===== src/rtl/u8sd_pkg.sv =====
package u8sd_pkg;

  localparam int unsigned CP_W       = 21;
  localparam int unsigned LEN_W      = 3;
  localparam int unsigned PEND_W     = 2;
  localparam int unsigned BYTE_W     = 8;
  localparam int unsigned QDEPTH_DEF = 4;

  // Sequence lengths
  localparam logic [LEN_W-1:0] LEN_NONE = 3'd0;
  localparam logic [LEN_W-1:0] LEN_ONE  = 3'd1;
  localparam logic [LEN_W-1:0] LEN_TWO  = 3'd2;
  localparam logic [LEN_W-1:0] LEN_THREE = 3'd3;
  localparam logic [LEN_W-1:0] LEN_FOUR = 3'd4;

  // One decoded result
  typedef struct packed {
    logic [CP_W-1:0]  cp;
    logic             err;
    logic [LEN_W-1:0] len;
  } result_t;

  // Queue entry: the results that one byte causes
  typedef struct packed {
    logic    two;
    result_t r0;
    result_t r1;
  } entry_t;

  // Outcome of decoding a byte as a lead
  typedef struct packed {
    logic              emit;
    result_t           res;
    logic [PEND_W-1:0] pend;
    logic [LEN_W-1:0]  len;
    logic [CP_W-1:0]   pv;
  } lead_t;

  localparam result_t ERR_RES = '{cp: '0, err: 1'b1, len: LEN_NONE};

  function automatic lead_t lead_decode(input logic [BYTE_W-1:0] b);
    lead_t l;
    l = '0;
    if (b[7] == 1'b0) begin
      // plain ASCII passes through
      l.emit = 1'b1;
      l.res  = '{cp: {13'd0, b}, err: 1'b0, len: LEN_ONE};
    end else if (b[7:5] == 3'b110) begin
      if (b[4:1] == 4'd0) begin
        // two-byte overlong lead
        l.emit = 1'b1;
        l.res  = ERR_RES;
      end else begin
        l.pend = 2'd1;
        l.len  = LEN_TWO;
        l.pv   = {16'd0, b[4:0]};
      end
    end else if (b[7:4] == 4'b1110) begin
      l.pend = 2'd2;
      l.len  = LEN_THREE;
      l.pv   = {17'd0, b[3:0]};
    end else if (b[7:3] == 5'b11110) begin
      l.pend = 2'd3;
      l.len  = LEN_FOUR;
      l.pv   = {18'd0, b[2:0]};
    end else begin
      // stray continuation or invalid lead
      l.emit = 1'b1;
      l.res  = ERR_RES;
    end
    return l;
  endfunction

endpackage


===== src/rtl/u8sd_front.sv =====
module u8sd_front (
  input  logic                         clk,
  input  logic                         rst_n,
  input  logic                         accept,
  input  logic [u8sd_pkg::BYTE_W-1:0]  in_byte,
  input  logic                         in_end_of_stream,
  output logic                         q_push,
  output u8sd_pkg::entry_t             q_entry
);
  import u8sd_pkg::*;

  logic [PEND_W-1:0] pend_r, pend_nxt;
  logic [LEN_W-1:0]  len_r, len_nxt;
  logic [CP_W-1:0]   pv_r, pv_nxt;

  lead_t           lead;
  logic            cont;
  logic [1:0]      n;
  result_t         r0, r1;
  logic [CP_W-1:0] pv_shift;

  assign lead     = lead_decode(in_byte);
  assign cont     = (in_byte[7:6] == 2'b10);
  assign pv_shift = {pv_r[CP_W-7:0], in_byte[5:0]};

  // Classify the beat against the open sequence
  always_comb begin
    n        = 2'd0;
    r0       = ERR_RES;
    r1       = ERR_RES;
    pend_nxt = pend_r;
    len_nxt  = len_r;
    pv_nxt   = pv_r;
    if (pend_r != 2'd0 && cont) begin
      // shift a continuation into the accumulator
      pend_nxt = pend_r - 2'd1;
      pv_nxt   = pv_shift;
      if (pend_r == 2'd1) begin
        r0       = '{cp: pv_shift, err: 1'b0, len: len_r};
        n        = 2'd1;
        len_nxt  = LEN_NONE;
        pv_nxt   = '0;
      end
    end else begin
      if (pend_r != 2'd0) begin
        // broken sequence: report it, then decode the byte as a lead
        n = 2'd1;
      end
      pend_nxt = lead.pend;
      len_nxt  = lead.len;
      pv_nxt   = lead.pv;
      if (lead.emit) begin
        if (n == 2'd0) r0 = lead.res;
        else           r1 = lead.res;
        n = n + 2'd1;
      end
    end
    // flush an open sequence at end of stream
    if (in_end_of_stream) begin
      if (pend_nxt != 2'd0) begin
        n = n + 2'd1;
      end
      pend_nxt = '0;
      len_nxt  = LEN_NONE;
      pv_nxt   = '0;
    end
  end

  assign q_push        = accept && (n != 2'd0);
  assign q_entry.two   = (n == 2'd2);
  assign q_entry.r0    = r0;
  assign q_entry.r1    = r1;

  // Advance decoder state on each accepted beat
  always_ff @(posedge clk) begin
    if (!rst_n) begin
      pend_r <= '0;
      len_r  <= LEN_NONE;
      pv_r   <= '0;
    end else if (accept) begin
      pend_r <= pend_nxt;
      len_r  <= len_nxt;
      pv_r   <= pv_nxt;
    end
  end

  a_idle_clean: assert property (@(posedge clk) disable iff (!rst_n)
    (pend_r == 2'd0) |-> (len_r == LEN_NONE && pv_r == '0))
    else $error("idle decoder holds stale sequence data");

  a_len_covers: assert property (@(posedge clk) disable iff (!rst_n)
    (pend_r != 2'd0) |-> (len_r > {1'b0, pend_r}))
    else $error("open sequence shorter than pending count");

  a_eos_closes: assert property (@(posedge clk) disable iff (!rst_n)
    (accept && in_end_of_stream) |=> (pend_r == 2'd0))
    else $error("sequence left open after end of stream");

endmodule


===== src/rtl/u8sd_queue.sv =====
module u8sd_queue #(
  parameter int unsigned DEPTH = u8sd_pkg::QDEPTH_DEF
) (
  input  logic             clk,
  input  logic             rst_n,
  input  logic             push,
  input  u8sd_pkg::entry_t push_entry,
  input  logic             pop,
  output u8sd_pkg::entry_t head,
  output logic             empty,
  output logic             full
);
  import u8sd_pkg::*;

  localparam int unsigned PW = (DEPTH > 1) ? $clog2(DEPTH) : 1;
  localparam int unsigned CW = $clog2(DEPTH + 1);
  localparam logic [PW-1:0] LAST = PW'(DEPTH - 1);
  localparam logic [CW-1:0] FULLC = CW'(DEPTH);

  entry_t         mem_r [DEPTH];
  logic [PW-1:0]  wr_r, rd_r;
  logic [CW-1:0]  cnt_r;
  logic           do_push, do_pop;

  assign empty   = (cnt_r == '0);
  assign full    = (cnt_r == FULLC);
  assign do_push = push && !full;
  assign do_pop  = pop && !empty;
  assign head    = mem_r[rd_r];

  // Store the entry at the write pointer
  always_ff @(posedge clk) begin
    if (do_push) mem_r[wr_r] <= push_entry;
  end

  // Advance pointers and occupancy
  always_ff @(posedge clk) begin
    if (!rst_n) begin
      wr_r  <= '0;
      rd_r  <= '0;
      cnt_r <= '0;
    end else begin
      if (do_push) wr_r <= (wr_r == LAST) ? '0 : wr_r + PW'(1);
      if (do_pop)  rd_r <= (rd_r == LAST) ? '0 : rd_r + PW'(1);
      if (do_push && !do_pop)      cnt_r <= cnt_r + CW'(1);
      else if (do_pop && !do_push) cnt_r <= cnt_r - CW'(1);
    end
  end

  a_cnt_bound: assert property (@(posedge clk) disable iff (!rst_n)
    cnt_r <= FULLC)
    else $error("queue occupancy beyond depth");

  a_cnt_grow: assert property (@(posedge clk) disable iff (!rst_n)
    (do_push && !do_pop) |=> (cnt_r == $past(cnt_r) + CW'(1)))
    else $error("queue count missed a push");

  a_ptr_track: assert property (@(posedge clk) disable iff (!rst_n)
    (cnt_r == '0) |-> (wr_r == rd_r))
    else $error("empty queue with pointers apart");

endmodule


===== src/rtl/u8sd_back.sv =====
module u8sd_back (
  input  logic                          clk,
  input  logic                          rst_n,
  input  u8sd_pkg::entry_t              head,
  input  logic                          q_empty,
  output logic                          q_pop,
  output logic                          empty,
  input  logic                          pop,
  output logic [u8sd_pkg::CP_W-1:0]     out_code_point,
  output logic                          out_is_error,
  output logic [u8sd_pkg::LEN_W-1:0]    out_seq_length,
  output logic                          out_last_of_run
);
  import u8sd_pkg::*;

  logic    valid_r;
  result_t res_r;
  logic    last_r;
  logic    sel_r;
  logic    load;
  logic    at_end;

  assign load   = (!valid_r || pop) && !q_empty;
  assign at_end = sel_r || !head.two;
  assign q_pop  = load && at_end;
  assign empty  = !valid_r;

  assign out_code_point  = res_r.cp;
  assign out_is_error    = res_r.err;
  assign out_seq_length  = res_r.len;
  assign out_last_of_run = last_r;

  // Hold the output beat until it is taken
  always_ff @(posedge clk) begin
    if (load) begin
      res_r  <= sel_r ? head.r1 : head.r0;
      last_r <= at_end;
    end
  end

  // Step through the results of the head entry
  always_ff @(posedge clk) begin
    if (!rst_n) begin
      valid_r <= 1'b0;
      sel_r   <= 1'b0;
    end else begin
      if (load)     valid_r <= 1'b1;
      else if (pop) valid_r <= 1'b0;
      if (load)     sel_r   <= !at_end;
    end
  end

  a_sel_two: assert property (@(posedge clk) disable iff (!rst_n)
    sel_r |-> (!q_empty && head.two))
    else $error("second result selected without a paired entry");

  a_sel_first: assert property (@(posedge clk) disable iff (!rst_n)
    (load && !at_end) |=> (valid_r && !last_r))
    else $error("first of a pair marked as last");

  a_err_fields: assert property (@(posedge clk) disable iff (!rst_n)
    (valid_r && res_r.err) |-> (res_r.cp == '0 && res_r.len == LEN_NONE))
    else $error("error beat carries data");

endmodule


===== src/rtl/utf8_stream_decoder.sv =====
// Path: a byte is classified combinationally, stored in the entry queue, then loaded into the output register.
// Throughput: one byte per cycle while full is low and one result per cycle while pop is held; a byte with two
//   results takes one output beat for each, absorbed by the entry queue between decoder and output.
// full follows the full flag of the QDEPTH-entry queue.
// Reset (rst_n low, synchronous) closes any open sequence and empties the queue.
module utf8_stream_decoder #(
  parameter int unsigned QDEPTH = u8sd_pkg::QDEPTH_DEF
) (
  input  logic                          clk,
  input  logic                          rst_n,
  input  logic                          push,
  output logic                          full,
  input  logic [u8sd_pkg::BYTE_W-1:0]   in_byte,
  input  logic                          in_end_of_stream,
  output logic                          empty,
  input  logic                          pop,
  output logic [u8sd_pkg::CP_W-1:0]     out_code_point,
  output logic                          out_is_error,
  output logic [u8sd_pkg::LEN_W-1:0]    out_seq_length,
  output logic                          out_last_of_run
);
  import u8sd_pkg::*;

  logic   accept;
  logic   q_push, q_pop, q_empty, q_full;
  entry_t q_entry, q_head;

  assign full   = q_full;
  assign accept = push && !q_full;

  // Decode and classify input beats
  u8sd_front u_front (
    .clk              (clk),
    .rst_n            (rst_n),
    .accept           (accept),
    .in_byte          (in_byte),
    .in_end_of_stream (in_end_of_stream),
    .q_push           (q_push),
    .q_entry          (q_entry)
  );

  // Buffer result entries between the two sides
  u8sd_queue #(.DEPTH(QDEPTH)) u_queue (
    .clk        (clk),
    .rst_n      (rst_n),
    .push       (q_push),
    .push_entry (q_entry),
    .pop        (q_pop),
    .head       (q_head),
    .empty      (q_empty),
    .full       (q_full)
  );

  // Serialize entries into output beats
  u8sd_back u_back (
    .clk             (clk),
    .rst_n           (rst_n),
    .head            (q_head),
    .q_empty         (q_empty),
    .q_pop           (q_pop),
    .empty           (empty),
    .pop             (pop),
    .out_code_point  (out_code_point),
    .out_is_error    (out_is_error),
    .out_seq_length  (out_seq_length),
    .out_last_of_run (out_last_of_run)
  );

endmodule

===== config.mk =====
export PLATFORM = sky130hd
export DESIGN_NAME = utf8_stream_decoder
export DESIGN_NICKNAME = d
export VERILOG_FILES = /design/src/rtl/u8sd_pkg.sv /design/src/rtl/u8sd_front.sv /design/src/rtl/u8sd_queue.sv /design/src/rtl/u8sd_back.sv /design/src/rtl/utf8_stream_decoder.sv
export SDC_FILE = /design/constraint.sdc
export NUM_CORES = 1
export LEC_CHECK = 0
export BUFFER_PORTS_ARGS = -buffer_cell sky130_fd_sc_hd__buf_4
export CORE_ASPECT_RATIO = 0.9
export CORE_MARGIN = 8
export CORE_UTILIZATION = 46
export DETAILED_ROUTE_END_ITERATION = 7
export GPL_TIMING_DRIVEN = 0
export REMOVE_ABC_BUFFERS = 1
export SYNTH_ARGS = -nofsm -noshare
export SYNTH_HDL_FRONTEND = slang
export SYNTH_HIERARCHICAL = 1
export SYNTH_SLANG_ARGS = --single-unit

===== constraint.sdc =====
create_clock -name clk -period 9 [get_ports clk]
set_clock_uncertainty 0.05 [all_clocks]
set_input_delay 0.45 -clock clk [delete_from_list [all_inputs] [get_ports clk]]
set_output_delay 0.45 -clock clk [all_outputs]
set_load 0.02 [all_outputs]

==> impl_metrics.yaml <==
run_status:
  status: "finished clean"
timing:
  postLayoutSetupSlackWorst_ps: 4820
  max_freq_mhz: 239
  setup-violations-final: 0
  hold_ws_ps: 170
  fin_crit_sh_pct: 46.5
  hold_viol: 0
  worst_pin_slew_ps: 895
  min_period_ps: 4180
  relSlewSlack_pct: 40.1
  tns_ps: 0
  report.final.slew_viol_count: 0
  rsz0062_at_grt: "false"
pwr:
  power_leakage_nw: 4.13
  p_per_area_nw_per_um2: 301
  vdd_ir_drop_max_uv: 143
  totalPowerFinal_mw: 3.61
clocking:
  cts_tree: "yes"
  clockRootBuffer: "clkbuf_16"
  clkLatencyLatePin_ps: 520
  ctsResizeCount: 0
  cts_made_buffers: 26
  post_cts_buffers: 0
  h-tree-depth: 1
  hold_buffers: 0
  cts.sinks: 261
  clk_pin_slew_ps: 60
  cts_buffer_depth: 3
flow_run:
  drv_cap: 0
detailed_routing:
  viasPerCell: 5.27
  drtPass1Iterations: 4
  wl_mm: 18.0
  drt_iter0_markers: 250
  drt-wirelength-per-cell_um: 19.6
  drc_errors: 0
  vias: 4834
  ant_nets: 0
critical_path:
  ff2ff_path_depth: 13
  worstReg2RegStart: "u_front/pend_r[0]$_SDFFE_PN0P_"
  cp.arrival_ps: 4580
  reg2reg_to: "u_queue/cnt_r[2]$_SDFFE_PN0P_"
  critPathCaptureType: "flop"
  critPathRequiredTime_ps: 9390
  rrSetupSlack_ps: 4820
  crit_fanout: 19
  critical_path_class: "reg -> reg"
  cp-start-kind: "flop"
global_routing:
  grt_start_max_net_pins: 52
  antenna_found_initial: 1
  grtUsageTotal_pct: 12.9
  gr-total-overflow: 0
  grt_pass1_vias: 5253
  grt_pass1_wl_mm: 28.7
floorplanning:
  fp.coreArea_um2: 22500
  fp.dieH_um: 160
  die-area_um2: 28100
  num_rows: 52
  die_w_um: 176
  io_pins: 41
  initial_core_util_pct: 46.9
place:
  postPlaceCellArea_um2: 11100
  dp_slack_ps: 4890
  portBuffers: 40
  place_congestion: 0.823
  hpwl_mm: 10.6
  dp_cells: 869
synthesis:
  avgSynthCellArea_um2: 19.1
  synth_edf_count: 230
  yosysWarningCount: 6
  synth_top_area_share_pct: 65.3
  ys.flop_type: "edfxtp_1"
  syn_area_um2: 10600
  synth_top_cell_by_area: "edfxtp_1"
  syn_inst: 553
  synth-seq-cells: 261
  async_reset_ff_share_pct: 0
  yosysSeqAreaShare_pct: 71.2
  synth.distinct_cells: 56
  synth.top_cells.by_area: "edfxtp_1 (65%), mux4_2 (11%), dfxtp_1 (5.9%)"
min_path:
  holdPathStages: 2
  hp-start: "in_byte[0]"
  min_to: "u_front/pv_r[0]$_SDFFE_PN0P_"
  hp-class: "in -> reg"
finish:
  final_cell_mix: "edfxtp_1 (230), mux4_2 (50), buf_4 (40)"
  n_fill_cell: 1793
  layout_commonest_cell: "edfxtp_1"
  fin_nets: 623
  multi_input_area_um2: 2720
  fin_area_um2: 12000
  layout-area-overhead-vs-synth_pct: 13.4
  antenna_cells: 0
  final_cells: 917
  seq_area_um2: 7530
  drive_gt1_share_pct: 28.5
  postLayoutCoreUtil_pct: 53.3
[Yosys cell counts, types with 2 or more instances]
master    count
mux2_4       19
nor2_1       27
o21ai_0       7
mux2_2        6
nand4b_1      2
buf_2         8
a211oi_1      2
nor2b_1      10
a21boi_0      5
buf_6         2
inv_1        13
dfxtp_1      31
buf_12        7
ha_1          9
and2_1       10
mux2i_1      15
nand2_1      18
and3_1       17
a32o_1        2
nand3_1       4
clkbuf_1      5
mux4_2       50
nor4_1        2
edfxtp_1    230
a22o_1        3
nor3_1        4
buf_4        16
[power breakdown]
group | switching (mW) | internal [mW]
combinational | 0.396 | 0.444
sequential | 0.0991 | 1.55
clock | 0.424 | 0.691
[sequential cells by signal, indices dropped and copies added (netlist names), named ones only]
register and count:
u_back/out_code_point 21, u_queue/mem_r 204, u_front/len_r 3, u_front/pv_r 15
u_front/pend_r 2, u_queue/cnt_r 3, u_queue/rd_r 2, u_back/out_last_of_run 1
u_queue/wr_r 2, u_back/valid_r 1, u_back/out_seq_length 3, u_back/sel_r 1
u_back/out_is_error 1
[worst max-delay path by stage]
stage | to | cells after the start | from
3_5_place_dp | u_queue/cnt_r[2]$_SDFFE_PN0P_ | 14 | in_byte[6]
5_1_grt | u_queue/cnt_r[2]$_SDFFE_PN0P_ | 13 | u_front/pend_r[0]$_SDFFE_PN0P_
6_report | u_queue/cnt_r[2]$_SDFFE_PN0P_ | 13 | u_front/pend_r[0]$_SDFFE_PN0P_
2_1_floorplan | u_queue/cnt_r[2]$_SDFFE_PN0P_ | 10 | flop
3_3_place_gp | u_queue/cnt_r[2]$_SDFFE_PN0P_ | 10 | flop
4_1_cts | u_queue/cnt_r[2]$_SDFFE_PN0P_ | 13 | u_front/pend_r[0]$_SDFFE_PN0P_
[layout make-up]
type                            instances  area share, %
Clock buffer                           41           6.94
Sequential cell                       261           62.8
Timing Repair Buffer                   44           3.36
Inverter                               13          0.407
Multi-Input combinational cell        254           22.7
Clock inverter                          7          0.710
Tap cell                              297           3.10
[worst max-delay path: stages (launching register included)]
cell,delay (ps)
dfxtp_1,410
inv_1,70
ha_1,280
nor3b_4,650
o32a_1,230
nor2_1,40
a311oi_1,450
nor2b_1,530
ha_1,280
inv_1,60
fa_1,380
xor2_1,160
or3_1,310
a21boi_0,200
[routing by layer]
| metal | share of wire, % | GRT usage [%] |
|---|---|---|
| met1 | 43 | 16.7 |
| met2 | 50 | 21.8 |
| met3 | 4.4 | 2.57 |
| met4 | 1.9 | 3.66 |
| met5 | 0.072 | 0 |
[logic make-up (layout without fill, tap and decap cells)]
kind of cell	Yosys count	after routing	share of synthesized area (%)
xor gates and xnor gates	2	2	0.166
adders and majority gates	10	10	1.25
muxes	91	91	15.7
and+or+nand+nor	106	106	5.71
other	1	16	0.0355
buffers and inverters	53	105	3.78
AOI/OAI and AO/OA	29	29	2.18
DFF	261	261	71.2
Note: power is estimated with default switching activity, not from simulation.
